[config.mk]
export PLATFORM = sky130hd
export DESIGN_NAME = cartridge_bank_controller
export DESIGN_NICKNAME = d
export VERILOG_FILES = /design/src/cbc_pkg.sv /design/src/cartridge_bank_controller.sv
export SDC_FILE = /design/constraint.sdc
export NUM_CORES = 1
export LEC_CHECK = 0
export BUFFER_PORTS_ARGS = -buffer_cell sky130_fd_sc_hd__buf_2
export CAP_MARGIN = 15
export CORE_MARGIN = 3
export CORE_UTILIZATION = 35
export DETAILED_ROUTE_END_ITERATION = 12
export PLACE_DENSITY = 0.64
export SLEW_MARGIN = 20
export SYNTH_ARGS = -nofsm -noshare
export SYNTH_HDL_FRONTEND = slang
export SYNTH_SLANG_ARGS = --single-unit
[constraint.sdc]
create_clock -name clk_i -period 1.9 [get_ports clk_i]
set_input_delay 0.38 -clock clk_i [delete_from_list [all_inputs] [get_ports clk_i]]
set_output_delay 0.38 -clock clk_i [all_outputs]
set_load 0.02 [all_outputs]
[src/cbc_pkg.sv]
// Types and constants shared by the cartridge bank controller.
package cbc_pkg;

  // Controller type codes, as written to the controller type register.
  typedef enum logic [1:0] {
    CT_MBC1 = 2'd0,
    CT_MBC2 = 2'd1,
    CT_MBC3 = 2'd2,
    CT_MBC5 = 2'd3
  } ctrl_type_e;

  // Configuration register indexes.
  localparam logic [1:0] CfgCtrlType   = 2'd0;
  localparam logic [1:0] CfgRomBankCnt = 2'd1;
  localparam logic [1:0] CfgRamBankCnt = 2'd2;

  // Address regions, taken from write address bits 14:13.
  localparam logic [1:0] RegionRamEn   = 2'd0;
  localparam logic [1:0] RegionRomBank = 2'd1;
  localparam logic [1:0] RegionRamBank = 2'd2;
  localparam logic [1:0] RegionMode    = 2'd3;

  // Register widths.
  localparam int unsigned RomBankW = 9;
  localparam int unsigned RomCntW  = 10;
  localparam int unsigned RamBankW = 4;
  localparam int unsigned RamCntW  = 5;
  localparam int unsigned OffsetW  = 23;
  localparam int unsigned BankShift = 14;

  // The divider retires one dividend bit per step.
  localparam int unsigned DivSteps = RomBankW;
  localparam int unsigned IterW    = $clog2(DivSteps);

  // Low nibble that enables external RAM.
  localparam logic [3:0] RamEnKey = 4'hA;

  // Sequencer states.
  typedef enum logic [1:0] {
    ST_IDLE,
    ST_DIV,
    ST_DONE
  } state_e;

  // Which bank register the divider result goes to.
  typedef enum logic [1:0] {
    OP_NONE,
    OP_ROM,
    OP_RAM
  } wrap_op_e;

  typedef struct packed {
    logic [14:0] write_address;
    logic [7:0]  write_data;
  } in_t;

  typedef struct packed {
    logic [8:0]  rom_bank;
    logic [22:0] rom_base_offset;
    logic [3:0]  ram_bank;
    logic        rtc_selected;
    logic        ram_enabled;
    logic        ram_banking_mode;
  } out_t;

  // MBC1 never selects banks 0x00, 0x20, 0x40 or 0x60; it maps them up by one.
  function automatic logic [RomBankW-1:0] mbc1_fix(input logic [RomBankW-1:0] v);
    if (v == 9'h000 || v == 9'h020 || v == 9'h040 || v == 9'h060) begin
      mbc1_fix = v + 9'd1;
    end else begin
      mbc1_fix = v;
    end
  endfunction

endpackage

[src/cartridge_bank_controller.sv]
// Cartridge bank controller: bank registers of an MBC1/2/3/5 cartridge mapper.
// A write that loads a ROM or RAM bank number passes through the shared restoring divider
// (one dividend bit per cycle), which wraps the bank modulo its count, and is then committed
// and the result loaded; any other write goes straight to the commit. No new write is taken
// until the result has been committed to the output register, which waits while a stalled
// result beat is still held. Reset (rst_ni low, asynchronous) selects MBC1.
module cartridge_bank_controller (
  input  logic               clk_i,
  input  logic               rst_ni,
  input  logic               cfg_valid_i,
  output logic               cfg_ready_o,
  input  logic [1:0]         cfg_index_i,
  input  logic [9:0]         cfg_data_i,
  input  logic               in_valid_i,
  output logic               in_ready_o,
  input  cbc_pkg::in_t       in_data_i,
  output logic               out_valid_o,
  input  logic               out_ready_i,
  output cbc_pkg::out_t      out_data_o
);
  import cbc_pkg::*;

  // Configuration registers.
  ctrl_type_e          ctrl_type_q;
  logic [RomCntW-1:0]  rom_cnt_q;
  logic [RamCntW-1:0]  ram_cnt_q;

  // Bank state.
  logic [RomBankW-1:0] rom_bank_q, rom_bank_d;
  logic [RamBankW-1:0] ram_bank_q, ram_bank_d;
  logic                rtc_sel_q, rtc_sel_d;
  logic                ram_en_q, ram_en_d;
  logic                ram_mode_q, ram_mode_d;

  // Sequencer and divider.
  state_e              state_q, state_d;
  wrap_op_e            op_q, dec_op;
  logic                fix_q, dec_fix;
  logic [RomBankW-1:0] dvd_q, dec_dvd;
  logic [RomCntW-1:0]  div_q, dec_div;
  logic [RomCntW-1:0]  rem_q, rem_d;
  logic [IterW-1:0]    iter_q;

  // Output register.
  logic                out_valid_q;
  out_t                out_q;

  logic                in_accept;
  logic                out_free;
  logic                div_step;
  logic                commit;

  // Cfg port never stalls; writes must arrive only while the block is idle (not enforced).
  assign cfg_ready_o = 1'b1;

  always_ff @(posedge clk_i or negedge rst_ni) begin
    if (!rst_ni) begin
      ctrl_type_q <= CT_MBC1;
      rom_cnt_q   <= 10'd2;
      ram_cnt_q   <= '0;
    end else if (cfg_valid_i) begin
      case (cfg_index_i)
        CfgCtrlType:   ctrl_type_q <= ctrl_type_e'(cfg_data_i[1:0]);
        CfgRomBankCnt: rom_cnt_q   <= cfg_data_i;
        CfgRamBankCnt: ram_cnt_q   <= cfg_data_i[RamCntW-1:0];
        default: ;
      endcase
    end
  end

  assign in_accept = in_valid_i && in_ready_o;
  assign out_free  = !out_valid_q || out_ready_i;

  // Write decode. Registers that need no wrap are updated at acceptance; a bank number
  // that needs wrapping is handed to the divider together with its bank count.
  always_comb begin
    logic [1:0] region;
    logic [7:0] wdata;
    region     = in_data_i.write_address[14:13];
    wdata      = in_data_i.write_data;
    dec_op     = OP_NONE;
    dec_fix    = 1'b0;
    dec_dvd    = '0;
    dec_div    = rom_cnt_q;
    ram_en_d   = ram_en_q;
    rtc_sel_d  = rtc_sel_q;
    ram_mode_d = ram_mode_q;
    case (region)
      RegionRamEn: begin
        if (!(ctrl_type_q == CT_MBC2 && in_data_i.write_address[4]) && ram_cnt_q != '0) begin
          ram_en_d = (wdata[3:0] == RamEnKey);
        end
      end
      RegionRomBank: begin
        dec_op = OP_ROM;
        case (ctrl_type_q)
          // MBC1 keeps only bank bits 7:5 here; bit 8 is dropped.
          CT_MBC1: dec_dvd = mbc1_fix({1'b0, rom_bank_q[7:5], wdata[4:0]});
          CT_MBC2: dec_dvd = (wdata[3:0] == 4'd0) ? 9'd1 : {5'd0, wdata[3:0]};
          CT_MBC3: begin
            dec_dvd = {2'd0, wdata[6:0]};
            dec_fix = 1'b1;
          end
          CT_MBC5: begin
            if (!in_data_i.write_address[12]) begin
              dec_dvd = {rom_bank_q[8], wdata};
            end else begin
              dec_dvd = {wdata[0], rom_bank_q[7:0]};
            end
          end
          default: dec_op = OP_NONE;
        endcase
      end
      RegionRamBank: begin
        dec_div = {{(RomCntW-RamCntW){1'b0}}, ram_cnt_q};
        case (ctrl_type_q)
          CT_MBC1: begin
            if (!ram_mode_q) begin
              dec_op  = OP_ROM;
              dec_div = rom_cnt_q;
              dec_dvd = mbc1_fix({2'd0, wdata[1:0], rom_bank_q[4:0]});
            end else begin
              // With fewer than two RAM banks the wrap yields bank 0 by itself.
              dec_op  = OP_RAM;
              dec_dvd = {7'd0, wdata[1:0]};
            end
          end
          CT_MBC3: begin
            if (wdata > 8'd3) begin
              rtc_sel_d = 1'b1;
            end else begin
              rtc_sel_d = 1'b0;
              dec_op    = OP_RAM;
              dec_dvd   = {7'd0, wdata[1:0]};
            end
          end
          CT_MBC5: begin
            dec_op  = OP_RAM;
            dec_dvd = {5'd0, wdata[3:0]};
          end
          default: ;
        endcase
      end
      RegionMode: begin
        if (ctrl_type_q == CT_MBC1) begin
          ram_mode_d = wdata[0];
        end
      end
      default: ;
    endcase
  end

  // Next state.
  always_comb begin
    state_d = state_q;
    case (state_q)
      ST_IDLE: begin
        if (in_accept) begin
          state_d = (dec_op == OP_NONE) ? ST_DONE : ST_DIV;
        end
      end
      ST_DIV: begin
        if (iter_q == IterW'(DivSteps - 1)) begin
          state_d = ST_DONE;
        end
      end
      ST_DONE: begin
        if (out_free) begin
          state_d = ST_IDLE;
        end
      end
      default: state_d = ST_IDLE;
    endcase
  end

  // Sequencer outputs.
  always_comb begin
    in_ready_o = 1'b0;
    div_step   = 1'b0;
    commit     = 1'b0;
    case (state_q)
      ST_IDLE: in_ready_o = 1'b1;
      ST_DIV:  div_step   = 1'b1;
      ST_DONE: commit     = out_free;
      default: ;
    endcase
  end

  // One restoring-division step: shift in the next dividend bit, subtract if it fits.
  always_comb begin
    logic [RomCntW:0] trial;
    trial = {rem_q, dvd_q[RomBankW-1]};
    if (trial >= {1'b0, div_q}) begin
      rem_d = RomCntW'(trial - {1'b0, div_q});
    end else begin
      rem_d = trial[RomCntW-1:0];
    end
  end

  // Commit of the wrapped bank. A zero count gives bank 0; on MBC3 a wrapped ROM bank 0
  // becomes bank 1.
  always_comb begin
    logic [RomCntW-1:0] wrapped;
    wrapped    = (div_q == '0) ? '0 : rem_q;
    rom_bank_d = rom_bank_q;
    ram_bank_d = ram_bank_q;
    case (op_q)
      OP_ROM: begin
        if (fix_q && div_q != '0 && wrapped == '0) begin
          rom_bank_d = 9'd1;
        end else begin
          rom_bank_d = wrapped[RomBankW-1:0];
        end
      end
      OP_RAM: ram_bank_d = wrapped[RamBankW-1:0];
      default: ;
    endcase
  end

  always_ff @(posedge clk_i or negedge rst_ni) begin
    if (!rst_ni) begin
      state_q     <= ST_IDLE;
      op_q        <= OP_NONE;
      fix_q       <= 1'b0;
      iter_q      <= '0;
      rom_bank_q  <= 9'd1;
      ram_bank_q  <= '0;
      rtc_sel_q   <= 1'b0;
      ram_en_q    <= 1'b0;
      ram_mode_q  <= 1'b0;
      out_valid_q <= 1'b0;
    end else begin
      state_q <= state_d;
      if (in_accept) begin
        op_q       <= dec_op;
        fix_q      <= dec_fix;
        iter_q     <= '0;
        ram_en_q   <= ram_en_d;
        rtc_sel_q  <= rtc_sel_d;
        ram_mode_q <= ram_mode_d;
        // Leaving RAM banking mode on MBC1 drops the RAM bank.
        if (in_data_i.write_address[14:13] == RegionMode && ctrl_type_q == CT_MBC1 &&
            !in_data_i.write_data[0]) begin
          ram_bank_q <= '0;
        end
      end else if (div_step) begin
        iter_q <= iter_q + IterW'(1);
      end
      if (commit) begin
        rom_bank_q  <= rom_bank_d;
        ram_bank_q  <= ram_bank_d;
        out_valid_q <= 1'b1;
      end else if (out_ready_i) begin
        out_valid_q <= 1'b0;
      end
    end
  end

  // Divider datapath and result payload.
  always_ff @(posedge clk_i) begin
    if (in_accept) begin
      dvd_q <= dec_dvd;
      div_q <= dec_div;
      rem_q <= '0;
    end else if (div_step) begin
      dvd_q <= {dvd_q[RomBankW-2:0], 1'b0};
      rem_q <= rem_d;
    end
    if (commit) begin
      out_q.rom_bank         <= rom_bank_d;
      out_q.rom_base_offset  <= {rom_bank_d, {BankShift{1'b0}}};
      out_q.ram_bank         <= ram_bank_d;
      out_q.rtc_selected     <= rtc_sel_q;
      out_q.ram_enabled      <= ram_en_q;
      out_q.ram_banking_mode <= ram_mode_q;
    end
  end

  assign out_valid_o = out_valid_q;
  assign out_data_o  = out_q;

endmodule

==> Yosys cells after proc, flatten, opt, wreduce, memory -nomap -nowiden <==
Cells that the tools add are included.
{ "op_classes": {"addsub": 4, "n_lt_le_gt_ge": 2, "eq_ne": 23, "muxes": 41, "reduce_logical": 41} }
{ "op_table": {"columns": ["operator", "n"], "rows": [
  ["two-way mux 9 bit", 7],
  ["two-way mux 10 bit", 5],
  ["one-hot mux 9 bit (4 select lines)", 1],
  ["two-way mux 4 bit", 7],
  ["one-hot mux 9 bit (3 select lines)", 1],
  ["zero test 10 bit", 2],
  ["one-hot mux 9 bit (2 select lines)", 1],
  ["== test 8 x 7 -> 1 bit, second input constant", 2],
  ["== test 2 bit, second input constant", 7],
  ["== test 7 bit, second input constant", 2],
  ["two-way mux 2 bit", 7],
  ["one-hot mux 2 bit (3 select lines)", 2],
  ["AND reduction 3 bit", 4],
  ["greater-or-equal comparator 11 x 10 -> 1 bit", 1],
  ["== test 2 x 1 -> 1 bit, second input constant", 5],
  ["zero test 2 bit", 5],
  ["nonzero test 10 bit", 1],
  ["subtractor 10 bit", 1],
  ["adder 8 x 1 -> 9 bit, second input constant", 1],
  ["adder 7 x 1 -> 8 bit, second input constant", 1],
  ["== test 4 bit, second input constant", 2],
  ["== test 8 x 6 -> 1 bit, second input constant", 1],
  ["greater-than comparator 8 x 2 -> 1 bit, second input constant", 1],
  ["zero test 8 bit", 1],
  ["14 further kinds", 43]
]} }
{ "totals": {"register_bits": 88, "in_bits": 40, "output_inout_bits": 42, "wordCells": 132} }

==> Logic depth before layout (Yosys ltp) <==
{ "logic_depth": {"ltp_word": 9, "ltp_mapped": 9, "ltp_nobuf": 9} }

==> Worst setup path after synthesis <==
OpenSTA, ideal clock, no wires.
{ "synth_timing": {"path_kind": "register to register", "startpoint": "register div_q[0]", "endpoint": "register rem_q[6]", "setup_ps": 117, "t_arrival_ps": 1946, "t_required_ps": 1783, "path_slack_ps": -163, "path_stages_with_launch": 9, "path_buffers": 0, "period_less_slack_ps": 2063, "path_cell_list": "edfxtp_1 -> ha_1 -> fa_1 -> nand2b_1 -> a211oi_1 -> o21a_1 -> o21a_1 -> o21ai_2 -> a32o_1"} }
{ "synth_between": {"elab_chain_cells": 2} }
{ "synth_lines": {"columns": ["item", "line", "rtl"], "rows": [
  ["start: declaration", "cartridge_bank_controller.sv:40", "logic [RomCntW-1:0] div_q, dec_div;"],
  ["start signal: assignment", "cartridge_bank_controller.sv:263", "div_q <= dec_div;"],
  ["subtractor 10 bit or greater-or-equal comparator 11 x 10 -> 1 bit (tied branches)", "cartridge_bank_controller.sv:194, cartridge_bank_controller.sv:193", null],
  ["two-way mux 10 bit *", "cartridge_bank_controller.sv:193", "if (trial >= {1'b0, div_q}) begin"],
  ["end signal: assignment", "cartridge_bank_controller.sv:267", "rem_q <= rem_d;"],
  ["end: declaration", "cartridge_bank_controller.sv:41", "logic [RomCntW-1:0] rem_q, rem_d;"]
]} }
Every way passes the cells marked *; elsewhere a longest branch is shown, timed or not.
A chain may end at the register's enable or synchronous reset.

==> Worst setup path in the final report <==
{ "layout_timing": {"startpoint": "register div_q[3]", "endpoint": "register rem_q[3]"} }
The elaborated chain is that of the path after synthesis.

==> reports/results.tsv <==
stage	metric	value	unit
cts	cts_tree	yes	
global_route	antenna_found_initial	0	
detailed_routing	viasPerCell	5.23	
detailed_routing	top_layer_used	met4	
cts	cts_sinks	88	
cts	hold_buffers	0	
power	p_clk_share	23.1	%
final_layout	antennaDiodeCount	0	
detailed_routing	drc	0	
cts	cts_inserted_buffers	9	
final_layout	layout-area-overhead-vs-synth	30.4	%
critical_path	crit_path_start_kind	flip-flop	
hold_path	hold_class	in2async	
place	dp_slack	-0.249	ns
detailed_routing	met3_length	840	um
final_layout	nets	647	
power	irDropWorstVdd	0.000568	V
floorplan	die_area	15400	um^2
global_route	grt_overflow	0	
critical_path	slowest_stage	edfxtp_1	
critical_path	worst-setup-path-type	reg2reg	
outcome	violations	negative setup slack	
power	p_seq_share	34.2	%
timing	fmax	475	MHz
floorplan	coreArea	13500	um^2
power	cellPowerDensity	1370	nW/um^2
yosys	synth_ff_type	dfrtp_1	
yosys	yosys_warnings	0	
final_layout	final_util	47.4	%
critical_path	end_kind	flip-flop	
global_route	grt_pass1_wl	20100	um
timing	final-setup-viol-count	10	
yosys	synth_seq_area_share	47.7	%
detailed_routing	wl_met1	5920	um
timing	finalCritPeriodShare	111	%
place	port_buffers	55	
cts	root_buffer	clkbuf_16	
cts	clock_latency	0.35	ns
power	p_sw_share	36.9	%
yosys	netlist_area	4890	um^2
critical_path	crit_path_cell_trace	inv_2, ha_4, o211ai_4, a21oi_4, o2111ai_4, a41oi_4, clkbuf_16, mux2i_1, o21ai_1	
critical_path	critPathRequiredTime	2.12	ns
global_route	track_usage	17.0	%
detailed_routing	wirelength	13100	um
cts	clk_path_buf_depth	2	
yosys	synthCells	473	
detailed_routing	wl_per_cell	17.1	um
detailed_routing	initialDrtViolationCount	229	
detailed_routing	wl_met2	6000	um
timing	rsz0062_at_grt	yes	
outcome	status	finished, violations left	
yosys	synth_area_per_cell	10.3	um^2
power	p_comb_share	42.7	%
global_route	grt_pass1_vias	3883	
timing	slew_viol_final	0	
yosys	ys_ff_latch	88	
timing	setup_ws	-0.205	ns
detailed_routing	vias	4005	
timing	max_slew_margin	63.0	%
timing	hold_violations	0	
floorplan	rows	42	
power	internal_power	5.51	mW
place	hpwl	9580	um
timing	worstMarginPinSlew	0.555	ns
critical_path	cp_max_fo	4	
detailed_routing	ant_nets	0	
floorplan	io_pins	82	
power	p_leak	2.68	nW
timing	post-route-min-period	2.11	ns
power	switchingPower	3.22	mW
cts	htreeDepth	3	
floorplan	start_util	36.3	%
critical_path	worstPathArrival	2.32	ns
floorplan	die_y	124	um
critical_path	max_stage_delay	0.42	ns
detailed_routing	dr.pass1.iters	4	
yosys	synth_edf_count	35	
timing	finClkSkew	0.00841	ns
final_layout	drive_above_1_share	35.1	%
floorplan	die_x	124	um
yosys	synth_cell_types	67	
global_route	grt_max_degree	26	
cts	clk_pin_slew_worst_paths	0.07	ns
place	globalplace.congestion	0.918	
flow_run	cap_viol_max_count	0	
yosys	async_flop_share	48.9	%
repair_timing:
action	4_1_cts	5_1_grt
buffers inserted	3	6
resized for setup	10	38
pin swaps	4	16
gates cloned	0	1
endpoints found under the setup margin	11	25
flip-flops by register name (all words and copies together), names as in the netlist:
name	count
div_q	10
rom_cnt_q	10
rem_q	10
op_q	2
ctrl_type_q	2
ram_bank_q	4
state_q	2
ram_cnt_q	5
out_data_o	16
fix_q	1
out_valid_o	1
rom_bank_q	9
iter_q	4
ram_mode_q	1
dvd_q	9
rtc_sel_q	1
ram_en_q	1
logic make-up after synthesis:
logic type | count (synthesis) | synth area share, %
compound gates | 114 | 16.3
xor+xnor | 6 | 1.08
fa+ha+maj | 22 | 5.79
buf+inv | 65 | 7.04
flops | 88 | 47.7
mux | 35 | 7.76
other cells | 2 | 0.154
simple gates | 141 | 14.2
per-layer routing:
layer / vias to the layer above / global-route usage, %
li1: 1910 / -
met2: 135 / 26.2
met5: - / 0
met4: 0 / 6.71
met1: 1935 / 23.5
met3: 25 / 3.54
per-stage QoR:
stage	hold slack, ns	std cells	setup TNS, ns	area (um^2)	power, mW
finish	0.0197	766	-1.58	6370	8.74
global route	0.0377	766	-2.47	6370	9.20
CTS	0.0293	761	-1.21	6120	8.37
detailed placement	0.403	742	-1.61	5700	6.22
global placement	0.396	742	-1.05	5700	6.11
floorplan	0.0844	486	-0.0330	4950	4.99
Yosys cell counts, drive strengths merged (2+ instances only):
cell type / n / area [um^2]
nor3: 8 / 56.3
a211o: 2 / 17.5
o31ai: 3 / 22.5
o22a: 2 / 17.5
mux2: 23 / 259
xnor2: 5 / 43.8
nand3: 12 / 60.1
o22ai: 3 / 18.8
nor2: 23 / 86.3
nand3b: 3 / 22.5
nor4: 4 / 25.0
dfrtp: 41 / 1030
conb: 2 / 7.51
nand2: 56 / 213
nor4b: 2 / 17.5
a22o: 19 / 166
a211oi: 4 / 30.0
nand4: 5 / 31.3
a22oi: 4 / 30.0
nor2b: 5 / 31.3
and2: 6 / 37.5
dfxtp: 10 / 200
a21oi: 13 / 68.8
clkbuf: 8 / 30.0
a31o: 2 / 17.5
a32o: 4 / 40.0
dfstp: 2 / 52.6
o21a: 2 / 15.0
nor3b: 2 / 15.0
a31oi: 4 / 25.0
ha: 21 / 263
mux2i: 12 / 120
o21ai: 39 / 199
o211ai: 3 / 27.5
nand2b: 11 / 68.8
edfxtp: 35 / 1050
buf: 29 / 209
inv: 28 / 105
final cells by class:
class                      count  area [um^2]
tap                          176          220
multi-input combinational    333         2530
inverter                      28          105
sequential                    88         2330
clock buffer                  12          258
clock inverter                 4         76.3
timing repair buffer         125          855
fill                        1241         7080
cell usage in the layout (no fill, tap or decap), types with 5 or more instances in the layout:
| cell type | Yosys | final |
|---|---|---|
| nand2_1 | 55 | 52 |
| a21oi_1 | 12 | 9 |
| dfxtp_1 | 10 | 10 |
| inv_1 | 25 | 18 |
| mux2i_1 | 12 | 12 |
| o21ai_0 | 18 | 17 |
| nor2_1 | 23 | 20 |
| a22o_1 | 19 | 19 |
| inv_2 | 3 | 10 |
| o21ai_1 | 20 | 19 |
| and2_1 | 6 | 6 |
| clkbuf_16 | 0 | 11 |
| xnor2_1 | 5 | 5 |
| nand2b_1 | 11 | 8 |
| ha_1 | 21 | 12 |
| mux2_1 | 6 | 6 |
| mux2_2 | 17 | 16 |
| buf_2 | 2 | 55 |
| edfxtp_1 | 35 | 35 |
| nor2b_1 | 5 | 5 |
| nand3_1 | 12 | 11 |
| ha_4 | 0 | 7 |
| nor3_1 | 6 | 6 |
| dfrtp_1 | 41 | 41 |
| conb_1 | 2 | 15 |
| nand4_1 | 5 | 5 |
| buf_4 | 24 | 64 |
worst max-delay path, delay by kind of cell, from the launching register on:
family,cells,cell delay [ns]
AO/OA/AOI/OAI,5,0.81
flip-flops,1,0.42
buffers and inverters,2,0.28
adder cells (fa/ha/maj),1,0.28
multiplexers,1,0.17
power groups by stage:
| stage | Sequential [mW] | Combinational, mW | Clock, mW |
|---|---|---|---|
| floorplan | 3.08 | 1.91 | 0 |
| global placement | 2.96 | 3.16 | 0 |
| detailed placement | 2.99 | 3.23 | 0 |
| global route | 3.04 | 4.06 | 2.10 |
| finish | 2.99 | 3.73 | 2.02 |
| CTS | 2.97 | 3.36 | 2.04 |
worst paths after layout:
path	start	end	slack, ns	cells after the start
worst min register to register	rtc_sel_q	out_data_o[2]	0.45	0
worst min-delay path	rst_ni	rom_bank_q[5]	0.02	1
worst max register to register	div_q[3]	rem_q[3]	-0.21	9
worst max-delay path	div_q[3]	rem_q[3]	-0.21	9
max in group asynchronous	rst_ni	rom_cnt_q[1]	1.28	2
min in group clk_i	cfg_data_i[5]	rom_cnt_q[5]	0.26	2
Note: power is estimated with default switching activity, not from simulation.
